### src/rtl/core/cic_pkg.sv
// shared types and constants for the colored inversion counter
package cic_pkg;

	localparam int TOTAL_BITS = 19;
	localparam logic [TOTAL_BITS-1:0] TOTAL_MAX = '1;

	// control bits that travel with a request down the cell chain
	typedef struct packed {
		logic valid;
		logic last;
		logic ovf;
	} cic_ctl_t;

endpackage

### src/rtl/core/cic_out_if.sv
// output channel: one sequence result per request
interface cic_out_if;
	logic        valid;
	logic        ready;
	logic [18:0] pair_total;
	logic        overflowed;

	modport source (output valid, output pair_total, output overflowed, input ready);
	modport sink (input valid, input pair_total, input overflowed, output ready);
endinterface

### src/rtl/core/cic_acc.sv
// chain exit: saturating running total, overflow flag and result register
module cic_acc #(
	parameter int MAX_ITEMS = 1024
) (
	input  logic                         clk,
	input  logic                         arst_n,
	input  logic                         adv,
	input  cic_pkg::cic_ctl_t            ctl_in,
	input  logic [$clog2(MAX_ITEMS)-1:0] cnt_in,
	cic_out_if.source                    res
);
	import cic_pkg::*;

	logic [TOTAL_BITS-1:0] total_q;
	logic                  ovf_q;
	logic                  valid_q;
	logic [TOTAL_BITS-1:0] pair_total_q;
	logic                  overflowed_q;
	logic [TOTAL_BITS:0]   sum;
	logic [TOTAL_BITS-1:0] sat;

	assign sum = {1'b0, total_q} + (TOTAL_BITS+1)'(cnt_in);
	assign sat = (sum > {1'b0, TOTAL_MAX}) ? TOTAL_MAX : sum[TOTAL_BITS-1:0];

	always_ff @(posedge clk or negedge arst_n) begin
		if (!arst_n) begin
			total_q <= '0;
			ovf_q   <= 1'b0;
			valid_q <= 1'b0;
		end else begin
			if (adv && ctl_in.valid) begin
				if (ctl_in.last) begin
					total_q <= '0;
					ovf_q   <= 1'b0;
				end else begin
					total_q <= sat;
					ovf_q   <= ovf_q | ctl_in.ovf;
				end
			end
			priority if (adv && ctl_in.valid && ctl_in.last) begin
				valid_q <= 1'b1;
			end else if (res.ready) begin
				valid_q <= 1'b0;
			end else begin
				// result still waiting for its reader
				valid_q <= valid_q;
			end
		end
	end

	always_ff @(posedge clk) begin
		if (adv && ctl_in.valid && ctl_in.last) begin
			pair_total_q <= sat;
			overflowed_q <= ovf_q | ctl_in.ovf;
		end
	end

	assign res.valid      = valid_q;
	assign res.pair_total = pair_total_q;
	assign res.overflowed = overflowed_q;
endmodule

### src/flat_wrapper.sv
// flat-port wrapper written by rule: the top's interface ports become plain ports
module cic_acc_flat import cic_pkg::*;
#(
	parameter int MAX_ITEMS = 1024
)
  (clk, arst_n, adv, ctl_in, cnt_in, res_valid, res_pair_total, res_overflowed, res_ready);
  cic_out_if res_i ();
  input  logic clk;
  input  logic arst_n;
  input  logic adv;
  input  cic_pkg::cic_ctl_t ctl_in;
  input  logic [$clog2(MAX_ITEMS)-1:0] cnt_in;
  output wire logic [$bits(res_i.valid)-1:0] res_valid;
  output wire logic [$bits(res_i.pair_total)-1:0] res_pair_total;
  output wire logic [$bits(res_i.overflowed)-1:0] res_overflowed;
  input wire logic [$bits(res_i.ready)-1:0] res_ready;
  assign res_valid = res_i.valid;
  assign res_pair_total = res_i.pair_total;
  assign res_overflowed = res_i.overflowed;
  assign res_i.ready = res_ready;
  cic_acc #(.MAX_ITEMS(MAX_ITEMS)) u_core (.clk(clk), .arst_n(arst_n), .adv(adv), .ctl_in(ctl_in), .cnt_in(cnt_in), .res(res_i));
endmodule
### config.mk
export PLATFORM = sky130hd
export DESIGN_NAME = cic_acc_flat
export DESIGN_NICKNAME = d
export VERILOG_FILES = /design/src/rtl/core/cic_pkg.sv /design/src/rtl/core/cic_out_if.sv /design/src/rtl/core/cic_acc.sv /design/src/flat_wrapper.sv
export SDC_FILE = /design/constraint.sdc
export NUM_CORES = 1
export LEC_CHECK = 0
export BUFFER_PORTS_ARGS = -buffer_cell sky130_fd_sc_hd__buf_2
export CORE_UTILIZATION = 49
export CTS_CLUSTER_SIZE = 24
export DETAILED_ROUTE_END_ITERATION = 6
export PLACE_DENSITY_LB_ADDON = 0.25
export SLEW_MARGIN = 20
export SYNTH_ARGS = -nofsm -noshare
export SYNTH_HDL_FRONTEND = slang
export SYNTH_SLANG_ARGS = --single-unit
export TNS_END_PERCENT = 30
### constraint.sdc
create_clock -name clk -period 3.29 [get_ports clk]
set_clock_uncertainty 0.1 [all_clocks]
set_input_delay 0.4935 -clock clk [delete_from_list [all_inputs] [get_ports clk]]
set_output_delay 0.4935 -clock clk [all_outputs]
set_load 0.02 [all_outputs]
Yosys cells after proc, flatten, opt, wreduce, memory -nomap -nowiden:

Index checks and enable logic that the tools add are counted.

* register bits after elaboration: 41
* input bits: 17
* output and inout port bits: 21
* word-level logic and storage cells: 16

* add/subtract/negate cells: 1
* $lt $le $gt $ge: 1
* multiplexer cells: 5
* bitwise operators: 1
* reduce and logical (&&, ||, !) cells: 3

Operator list (number)
* $mux 19: 2
* $add 19x10->20: 1
* $gt 20x19->1 const B: 1
* $mux 1: 3
* $logic_and 1x1->1: 2
* $reduce_bool 2->1: 1
* $or 1x1->1: 1

Logic depth before layout (Yosys ltp):

* depth in word-level cells: 4
* depth in mapped cells: 10
* depth with buffers taken out: 9

Worst setup path after synthesis:

No wires, ideal clock.

* kind: input port to flip-flop
* start: in cnt_in[0]
* end: reg u_core.pair_total_q[14], in the netlist u_core.res.pair_total[14] (data pin)
* setup time: 0.262 ns
* arrival: 2.096 ns
* required time: 2.928 ns
* slack: 0.832 ns
* stages on the path: 9
* buffers on the path: 0
* cells stage by stage: ha_1 -> inv_1 -> fa_1 -> nor2b_1 -> o2111ai_1 -> a21oi_1 -> o21ai_1 -> nor4bb_1 -> nor2_1

* word-level cells in the longest chain between the ends: 3

RTL lines
* start, declared: line flat_wrapper.sv:12 `input logic [$clog2(MAX_ITEMS)-1:0] cnt_in;`
* $add 19x10->20 (*): line cic_acc.sv:22 `assign sum = {1'b0, total_q} + (TOTAL_BITS+1)'(cnt_in);`
* $gt 20x19->1: line cic_acc.sv:23 `assign sat = (sum > {1'b0, TOTAL_MAX}) ? TOTAL_MAX : sum[TOTAL_BITS-1:0];`
* $mux 19 (*): line cic_acc.sv:23
* net u_core.sat[14]: line cic_acc.sv:20 `logic [TOTAL_BITS-1:0] sat;`
* end signal, assigned: line cic_acc.sv:53 `pair_total_q <= sat;`
* end, declared: line cic_acc.sv:17 `logic [TOTAL_BITS-1:0] pair_total_q;`

The timed path passes the listed nets; every way through them passes the cells marked *.
A chain may end at the register's enable or synchronous reset.

Final worst setup path:

* start: reg u_core.total_q[0]
* end: reg u_core.pair_total_q[14], in the netlist u_core.res.pair_total[14] (data pin)

* word-level cells in the longest chain between the ends: 3

RTL lines
* start, declared: line cic_acc.sv:14 `logic [TOTAL_BITS-1:0] total_q;`
* start signal, assigned: line cic_acc.sv:36 `total_q <= sat;`
* $add 19x10->20 (*): line cic_acc.sv:22
* $gt 20x19->1: line cic_acc.sv:23
* $mux 19 (*): line cic_acc.sv:23
* net u_core.sat[14]: line cic_acc.sv:20

Marked as above.

==> qor.yml <==
yosys_warnings: 0
ys_seq_elements: 41
yosys.area_share.simple: 0.146
use_met2: 0.307
synth_nets: 235
post_cts_buffers: 0
core_area_um2: 4410
rsz0062_at_grt: "no"
stdcell_area_um2: 2590
hold_buffers: 0
num_vias: 1737
ctsLongestPathBuffers: 2
die_w_um: 70.1
cts_sinks: 41
area_delta_synth_final_pct: 13.8
wl_um: 4670
worstSetupEndpointType: "flop"
place.gp.congestion: 0.840
synth_top_family_by_area: "compound AO/OA/AOI/OAI gates"
synth_ff_type: "dfrtp_1"
synth_edf_count: 20
synth_cells: 207
grt.overflow.total: 0
viasPerCell: 5.79
antenna_cells: 0
synth_compound_area_frac: 0.227
synthArstFlopShare: 0.512
grt_pass1_vias: 1609
clk_latency_ns: 0.30
final_max_slew_viol_count: 0
min-delay-path-class: "in -> async"
setup_viol: 0
tns_ns: 0
worst_pin_slew_ns: 0.802
finalCriticalPeriod_ns: 2.55
placed_area_um2: 2510
synth-xor-area-share: 0.0308
power_density_nw_per_um2: 589
synthAdderAreaFrac: 0.0638
grt_pass1_wl_um: 7800
totalPowerFinal_w: 0.00152
drv_cap: 0
fmax_ghz: 0.392
crit_required_ns: 3.24
layout-drive-gt1-share: 0.242
start_util: 0.515
r2r_slack_ns: 0.74
dpl.hpwl_um: 3170
setup.worst_path.class: "reg -> reg"
port-buffer-count: 37
arrival_ns: 2.50
use_met3: 0.0491
status: "completed"
die_y_um: 70.1
grt_max_degree: 22
clkTransAtPathRegs_ns: 0.08
io_pins: 38
cts_tree: "yes"
antenna_found_initial: 0
p_leak_nw: 1.13
cts-root-buf: "clkbuf_8"
drc: 0
nets: 275
drt-initial-drc-count: 123
drt-pass1-iter-count: 4
ant_nets: 0
htreeDepth: 2
syn_avg_cell_area_um2: 11.0
fin_crit_sh: 0.775
die_area_um2: 4920
cts-buffers-inserted: 5
syn_area_um2: 2270
grt_usage: 0.206
cp_max_fo: 9
drt-wirelength-per-cell_um: 15.6
grt-busiest-layer: "met2"
rows: 24
grtUsageMet1: 0.293
synth_cell_types: 58
slew_headroom: 0.463
cts_resized: 0
cp-start-kind: "flop"
vdd_ir_drop_max_v: 0.000355
synthMuxAreaShare: 0.00440
finalHoldViolCount: 0
yosysSeqAreaShare: 0.495
-- stage by stage --
stage / util / hold WS (ns) / cells / worst slack, ns
detailed placement: 0.568 / 0.398 / 292 / 0.512
global route: 0.586 / 0.0879 / 300 / 0.387
finish: 0.586 / 0.0586 / 300 / 0.739
CTS: 0.586 / 0.0688 / 300 / 0.735
global placement: 0.568 / 0.395 / 292 / 0.586
floorplan: - / 0.0979 / 207 / 0.832
-- report_power, final --
group / switching, W / internal [W]
registers: 0.0000462 / 0.000633
clock network: 0.000168 / 0.000151
logic: 0.000317 / 0.000209
-- critical path, stage by stage, from the launching register on --
cell and delay (ns):
dfrtp_1 0.35, ha_1 0.21, inv_1 0.07, fa_1 0.37, nor2b_1 0.19, o2111ai_1 0.15, a21oi_1 0.21, o21ai_1 0.25
nor4bb_1 0.32, nor2_1 0.08
-- path summary, 6_finish.rpt --
kind                                   start                         to  cells after the start
max                        u_core.total_q[0]  u_core.res.pair_total[14]                      9
min                                   arst_n          u_core.total_q[8]                      1
max reg2reg                u_core.total_q[0]  u_core.res.pair_total[14]                      9
min reg2reg                u_core.total_q[0]          u_core.total_q[0]                      1
max in group asynchronous             arst_n          u_core.total_q[2]                      1
min in group clk                   res_ready           u_core.res.valid                      2
-- cell type report --
type                            instances  area, um^2
Timing Repair Buffer                   40         208
Tap cell                               52        65.1
Multi-Input combinational cell        149        1070
Fill cell                             385        1830
Clock buffer                            8        80.1
Inverter                               10        37.5
Sequential cell                        41        1130
-- kinds of logic (layout without fill, tap and decap cells) --
| family | Yosys count | after routing |
|---|---|---|
| AOI/OAI and AO/OA | 68 | 68 |
| xor gates and xnor gates | 8 | 8 |
| adders and majority gates | 11 | 11 |
| buffers and inverters | 17 | 58 |
| DFF | 41 | 41 |
| muxes | 1 | 1 |
| and+or+nand+nor | 61 | 61 |
-- per-layer routing --
layer	up-vias	wire [um]
li1	857	-
met4	0	85
met3	9	276
met5	-	0
met1	814	2310
met2	57	1990
-- state kept, by name (all words and copies together) (netlist names) --
name	flops
u_core.ovf_q	1
u_core.res.overflowed	1
u_core.res.pair_total	19
u_core.res.valid	1
u_core.total_q	19
-- cells in the mapped netlist (4+ instances only) --
cell      count  area [um^2]
nor2b_1       4         25.0
clkbuf_1      4         15.0
inv_1         9         33.8
a21oi_1      13         65.1
a21o_1        5         37.5
a31oi_1       6         37.5
dfrtp_1      21          526
a22o_1        7         61.3
ha_1         10          125
o21ai_0       9         45.0
nor2_1       10         37.5
nor3_1        4         20.0
o21ai_1       4         20.0
edfxtp_1     20          601
nand2_1      19         71.3
xnor2_1       5         43.8
-- cells in the final DEF (no fill, tap or decap), types with 6 or more instances in the layout --
master,instances
dfrtp_1,21
a31oi_1,6
a22o_1,7
a21oi_1,13
ha_1,10
nor2_1,10
nand2_1,19
buf_2,37
edfxtp_1,20
o21ai_0,9
inv_1,9
Note: power is estimated with default switching activity, not from simulation.
