`src/rtl/core/cic_pkg.sv`:
```
// shared types and constants for the colored inversion counter
package cic_pkg;

	localparam int TOTAL_BITS = 19;
	localparam logic [TOTAL_BITS-1:0] TOTAL_MAX = '1;

	// control bits that travel with a request down the cell chain
	typedef struct packed {
		logic valid;
		logic last;
		logic ovf;
	} cic_ctl_t;

endpackage

```
`src/rtl/core/cic_cell.sv`:
```
// one chain cell: holds one item, counts crossings for a passing request
module cic_cell #(
	parameter int CELL_IDX   = 0,
	parameter int MAX_ITEMS  = 1024,
	parameter int VALUE_BITS = 32,
	parameter int COLOR_BITS = 10
) (
	input  logic                          clk,
	input  logic                          arst_n,
	input  logic                          adv,
	input  cic_pkg::cic_ctl_t             ctl_in,
	input  logic [VALUE_BITS-1:0]         val_in,
	input  logic [COLOR_BITS-1:0]         col_in,
	input  logic [$clog2(MAX_ITEMS)-1:0]  idx_in,
	input  logic [$clog2(MAX_ITEMS)-1:0]  cnt_in,
	output cic_pkg::cic_ctl_t             ctl_out,
	output logic [VALUE_BITS-1:0]         val_out,
	output logic [COLOR_BITS-1:0]         col_out,
	output logic [$clog2(MAX_ITEMS)-1:0]  idx_out,
	output logic [$clog2(MAX_ITEMS)-1:0]  cnt_out
);
	import cic_pkg::*;

	localparam int IDX_BITS = $clog2(MAX_ITEMS);
	localparam logic [IDX_BITS-1:0] MY_IDX = IDX_BITS'(CELL_IDX);

	logic [VALUE_BITS-1:0] held_val_q;
	logic [COLOR_BITS-1:0] held_col_q;
	cic_ctl_t              ctl_q;
	logic [VALUE_BITS-1:0] val_q;
	logic [COLOR_BITS-1:0] col_q;
	logic [IDX_BITS-1:0]   idx_q;
	logic [IDX_BITS-1:0]   cnt_q;
	logic                  live;
	logic                  hit;
	logic                  wr;

	// only items that arrived earlier sit below the request's own slot
	assign live = ctl_in.valid && !ctl_in.ovf;
	assign hit  = live && (MY_IDX < idx_in) && (held_val_q > val_in) && (held_col_q != col_in);
	assign wr   = adv && live && (idx_in == MY_IDX);

	always_ff @(posedge clk) begin
		if (wr) begin
			held_val_q <= val_in;
			held_col_q <= col_in;
		end
	end

	always_ff @(posedge clk or negedge arst_n) begin
		if (!arst_n) begin
			ctl_q <= '0;
		end else if (adv) begin
			ctl_q <= ctl_in;
		end
	end

	always_ff @(posedge clk) begin
		if (adv) begin
			val_q <= val_in;
			col_q <= col_in;
			idx_q <= idx_in;
			cnt_q <= cnt_in + IDX_BITS'(hit);
		end
	end

	assign ctl_out = ctl_q;
	assign val_out = val_q;
	assign col_out = col_q;
	assign idx_out = idx_q;
	assign cnt_out = cnt_q;
endmodule

```
`config.mk`:
```
export PLATFORM = sky130hd
export DESIGN_NAME = cic_cell
export DESIGN_NICKNAME = d
export VERILOG_FILES = /design/src/rtl/core/cic_pkg.sv /design/src/rtl/core/cic_cell.sv
export SDC_FILE = /design/constraint.sdc
export NUM_CORES = 1
export LEC_CHECK = 0
export ABC_AREA = 1
export BUFFER_PORTS_ARGS = -buffer_cell sky130_fd_sc_hd__buf_4
export CORE_MARGIN = 1
export CORE_UTILIZATION = 45
export CTS_CLUSTER_SIZE = 25
export DETAILED_ROUTE_END_ITERATION = 12
export HOLD_SLACK_MARGIN = 0.03
export MAX_ROUTING_LAYER = met4
export PLACE_DENSITY_LB_ADDON = 0.3
export SLEW_MARGIN = 10
export SYNTH_ARGS = -nofsm -noshare
export SYNTH_HDL_FRONTEND = slang
export SYNTH_SLANG_ARGS = --single-unit
```
`constraint.sdc`:
```
create_clock -name clk -period 2.2 [get_ports clk]
set_input_delay 0.11 -clock clk [delete_from_list [all_inputs] [get_ports clk]]
set_output_delay 0.11 -clock clk [all_outputs]
set_load 0.005 [all_outputs]
```
Word level (Yosys, flattened, before mapping)
Index checks and enable logic that the tools add are counted.
- flip-flop bits (word level): 107
- latch bits: 0
- RAM bits: 0
- bits in read-only memories: 0
- output and inout bits: 65
- word-level logic and storage cells: 21
- memories kept: 0
- add/subtract/negate cells: 1
- multiply operators: 0
- divide/modulo/power cells: 0
- order comparisons: 2
- eq/ne operators: 1
- shift-type cells: 0
- mux-type cells: 0
- bitwise operators: 0
- reduce and logical (&&, ||, !) cells: 8
- operators with widths (kind ; count):
    32-bit > comparator ; 1
    10-bit by 1-bit adder with 10-bit output ; 1
    10-bit zero test ; 1
    1-bit by 10-bit < comparator with 1-bit output (first input constant) ; 1
    10-bit inequality test ; 1
    1-bit logical AND ; 6
    1-bit zero test ; 1

Depth between registers and ports, before layout
- depth in word-level cells: 6
- gate-level depth with buffers: 19
- depth with buffers taken out: 19

Worst setup path after synthesis
Ideal clock, no wire load.
- path type: input port to flip-flop
- from: input port idx_in[1]
- to: register held_col_q[0], enable pin
- library setup time: 0.441 ns
- arrival: 2.155 ns
- required time: 1.759 ns
- path slack: -0.396 ns
- stages on the path: 5
- path buffers: 0
- cell sequence: nor2_1 -> nand2_1 -> inv_1 -> nand4_1 -> nor2_1
- cells in the longest elaborated chain, start to end: 2
- ends and longest elaborated chain (item ; line ; source):
    start: declaration ; cic_cell.sv:14 ; input logic [$clog2(MAX_ITEMS)-1:0] idx_in,
    10-bit zero test ; cic_cell.sv:41 ; assign wr = adv && live && (idx_in == MY_IDX);
    1-bit logical AND ; cic_cell.sv:41 ;
    net wr ; cic_cell.sv:36 ; logic wr;
    end signal: assignment ; cic_cell.sv:46 ; held_col_q <= col_in;
    end: declaration ; cic_cell.sv:28 ; logic [COLOR_BITS-1:0] held_col_q;
The timed path passes the listed nets, and every way through them passes these cells.
A chain may end at the register's enable or synchronous reset.

Worst setup path after layout
- from: register held_val_q[3]
- to: register cnt_q[8], in the netlist cnt_out[8], data pin
- cells in the longest elaborated chain, start to end: 4
- ends and longest elaborated chain (item ; line ; source):
    start: declaration ; cic_cell.sv:27 ; logic [VALUE_BITS-1:0] held_val_q;
    start signal: assignment ; cic_cell.sv:45 ; held_val_q <= val_in;
    32-bit > comparator ; cic_cell.sv:40 ; assign hit = live && (MY_IDX < idx_in) && (held_val_q > val_in) && (held_col_q != col_in);
    1-bit logical AND (2 in series) ; cic_cell.sv:40 ;
    10-bit by 1-bit adder with 10-bit output ; cic_cell.sv:63 ; cnt_q <= cnt_in + IDX_BITS'(hit);
    end signal: assignment ; cic_cell.sv:63 ;
    end: declaration ; cic_cell.sv:33 ; logic [IDX_BITS-1:0] cnt_q;
No other way between the ends.

==> reports/results.ini <==
[outcome]
outcome = finished, violations left
violations = negative setup slack

[worst_hold_path]
hold_depth = 2
min_path_type = input port to flip-flop
min_to = val_out[16]
worstHoldStart = val_in[16]

[grt]
use_met1_pct = 21.34
grt_max_degree = 43
grt_pass1_vias = 3333
met2_usage_pct = 38.05
grt_use_met3_pct = 4.693
antenna_found_initial = 0
grt_pass1_wl_mm = 15.30
busiest_layer = met2
gr-total-overflow = 0
track_usage_pct = 20.61

[synthesis]
yosysMostFrequentCell = edfxtp_1
synth_top_family_by_area = adder cells
synth_top_area_cell = edfxtp_1
muxShareOfSynthArea_pct = 0.5049
synthAdderAreaFrac_pct = 9.537
netlist_top_cells_count = edfxtp_1 (104), inv_1 (48), nand2_1 (47)
synth_edf_count = 104
yosys.area_share.simple_pct = 8.443
ys_types = 22
synth.yosys.seq_area_share_pct = 71.70
yosys-top-cells-area = edfxtp_1 (70%), ha_1 (9.5%), inv_1 (4.0%)
syn_area_um2 = 4461
synth_xor_area_share_pct = 2.749
ys_async_sr_fraction_pct = 2.804
syn_nets = 418
synth_area_per_cell_um2 = 14.12
synth-seq-cells = 107
netlist.area_leader.share_pct = 70.01
synth_warnings = 0
synth-compound-area-share_pct = 2.861
syn_inst = 316
ys.flop_type = edfxtp_1

[pwr]
p_seq_share_pct = 55.9
clockPowerShare_pct = 31.1
p_leak_nw = 2.947
p_comb_share_pct = 13.1
switching_share_pct = 21.78
power_mw = 4.239
intPower_mw = 3.316
p_sw_uw = 923.3
ir_worst_vdd_mv = 0.4340
powerDensity_nw_per_um2 = 621.5

[finish]
nNetsFinal = 645
n_antenna_cell = 0
regArea_um2 = 3198
drive_gt1_share_pct = 38.69
multi_input_comb_area_um2 = 1277
fin_area_um2 = 6820
area_growth_pct = 52.90
fillers = 667

[die]
start_util_pct = 47.38
fp-row-count = 35
die_h_um = 101.6
core-area_um2 = 9415
pin_count = 133
die-width_um = 101.6
die_area_um2 = 10310

[critical_path]
end_kind = flip-flop
cp_max_fo = 2
reg2reg_to = cnt_out[8]
cp.arrival_ns = 2.63
r2r_start = held_val_q[3]
reg2reg_slack_ns = -0.31
worstPathRequired_ns = 2.32
worst-setup-path-type = flip-flop to flip-flop
start_kind = flip-flop
worst_r2r_path_depth = 17

[timing]
drv_slew = 0
tightest_slew_ns = 0.4849
fmax_ghz = 0.3983
finalCritPeriodShare_pct = 114.1
relSlewSlack_pct = 67.67
hold_viol_final = 0
finalCriticalPeriod_ns = 2.511
setup_slack_ns = -0.3107
grt_setup_unrepaired = yes
setup_viol = 6
fin_skew_ns = 0.008942
tns_ns = -0.8716

[detailed_routing]
ant_nets = 0
wirelength_mm = 10.10
drc = 0
dr.pass1.iters = 4
vias = 3164
drtIter0Drc = 56
route.detailed.wl_per_inst_um = 14.92
vias_per_cell = 4.674

[place]
gp_congestion = 0.7472
dpl_worst_slack_ns = -0.4591
hpwl_mm = 6.444
place_area_um2 = 5863
io_buffers = 132

[cts]
cts.path.max_buffers = 2
cts_root_buffer = clkbuf_8
htree_num_levels = 3
numCtsBuffers = 9
insertion_delay_ns = 0.36
path_clk_slew_ns = 0.10
cts_sinks = 107
cts_tree = yes

[job]
drv_cap = 0

per-stage QoR:
| stage | std cells | hold slack [ns] | util [%] |
|---|---|---|---|
| 2_1_floorplan | 316 | -0.1856 | - |
| 3_3_place_gp | 605 | -0.09936 | 62.27 |
| 3_5_place_dp | 605 | -0.09821 | 62.27 |
| 4_1_cts | 678 | 0.03416 | 71.19 |
| 5_1_grt | 677 | 0.02463 | 72.44 |
| 6_report | 677 | 0.04945 | 72.44 |
registers in the layout (all words and copies together) (netlist names):
signal and count:
col_out 10, held_col_q 10, held_val_q 32, idx_out 10, val_out 32, cnt_out 10
ctl_out 3
power by group through the flow:
stage | Combinational (mW) | Sequential [mW] | Clock (mW)
global placement | 0.432 | 2.41 | 0
detailed placement | 0.448 | 2.41 | 0
floorplan | 0.0919 | 2.43 | 0
global route | 0.603 | 2.38 | 1.42
finish | 0.554 | 2.37 | 1.32
CTS | 0.537 | 2.37 | 1.34
critical path, stage by stage, from the launching register on:
cell	delay [ns]
edfxtp_1	0.45
ha_4	0.30
nand2_2	0.05
inv_1	0.05
nand2_1	0.04
nand2_1	0.05
nand2_1	0.05
nand2_1	0.05
nand2_1	0.04
nand2_1	0.06
nand2_1	0.06
a21oi_2	0.18
ha_4	0.18
ha_4	0.14
nand3_4	0.08
nor3b_2	0.20
nand3_1	0.12
xor2_1	0.16
layout by cell type (no fill, tap or decap), types with 15 or more instances in the layout:
cell,instances
buf_4,158
edfxtp_1,104
dlygate4sd3_1,55
inv_1,48
nand2_1,39
ha_1,25
nor2_1,18
a21oi_1,15
metal layers:
metal	vias up	routed length, um	part of all wire [%]
met4	0	183	1.8
li1	1540	-	-
met2	84	5595	55
met3	15	420	4.2
met1	1525	3903	39
met5	-	0	0
logic make-up (layout without fill, tap and decap cells):
logic type,Yosys count,after routing
xor gates and xnor gates,14,14
buffers and inverters,50,282
AOI/OAI and AO/OA,24,24
DFF,107,107
adders and majority gates,34,34
and+or+nand+nor,85,85
muxes,2,2
layout make-up:
| class | instances | share of cell area [%] |
|---|---|---|
| sequential | 107 | 46.89 |
| timing repair buffer | 216 | 26.09 |
| multi-input combinational | 159 | 18.73 |
| inverter | 50 | 2.752 |
| tap | 129 | 2.367 |
| clock buffer | 10 | 1.871 |
| clock inverter | 6 | 1.303 |
worst max path at each step:
stage                               from          to  slack, ns  cells after the start
after floorplan           held_val_q[23]  cnt_out[8]      -0.16                     13
after global placement    held_val_q[23]  cnt_out[8]      -0.37                     13
after detailed placement  held_val_q[15]  cnt_out[8]      -0.46                     15
after CTS                 held_val_q[15]  cnt_out[8]      -0.34                     15
after global routing       held_val_q[3]  cnt_out[8]      -0.45                     17
final                      held_val_q[3]  cnt_out[8]      -0.31                     17
timing repair:
action,4_1_cts,5_1_grt
pin swaps,6,5
hold endpoints to repair,94,0
gates resized for setup,9,24
hold buffers,55,0
setup buffers,3,2
endpoints found under the setup margin,7,8
Power figures use the tool's default switching activity.
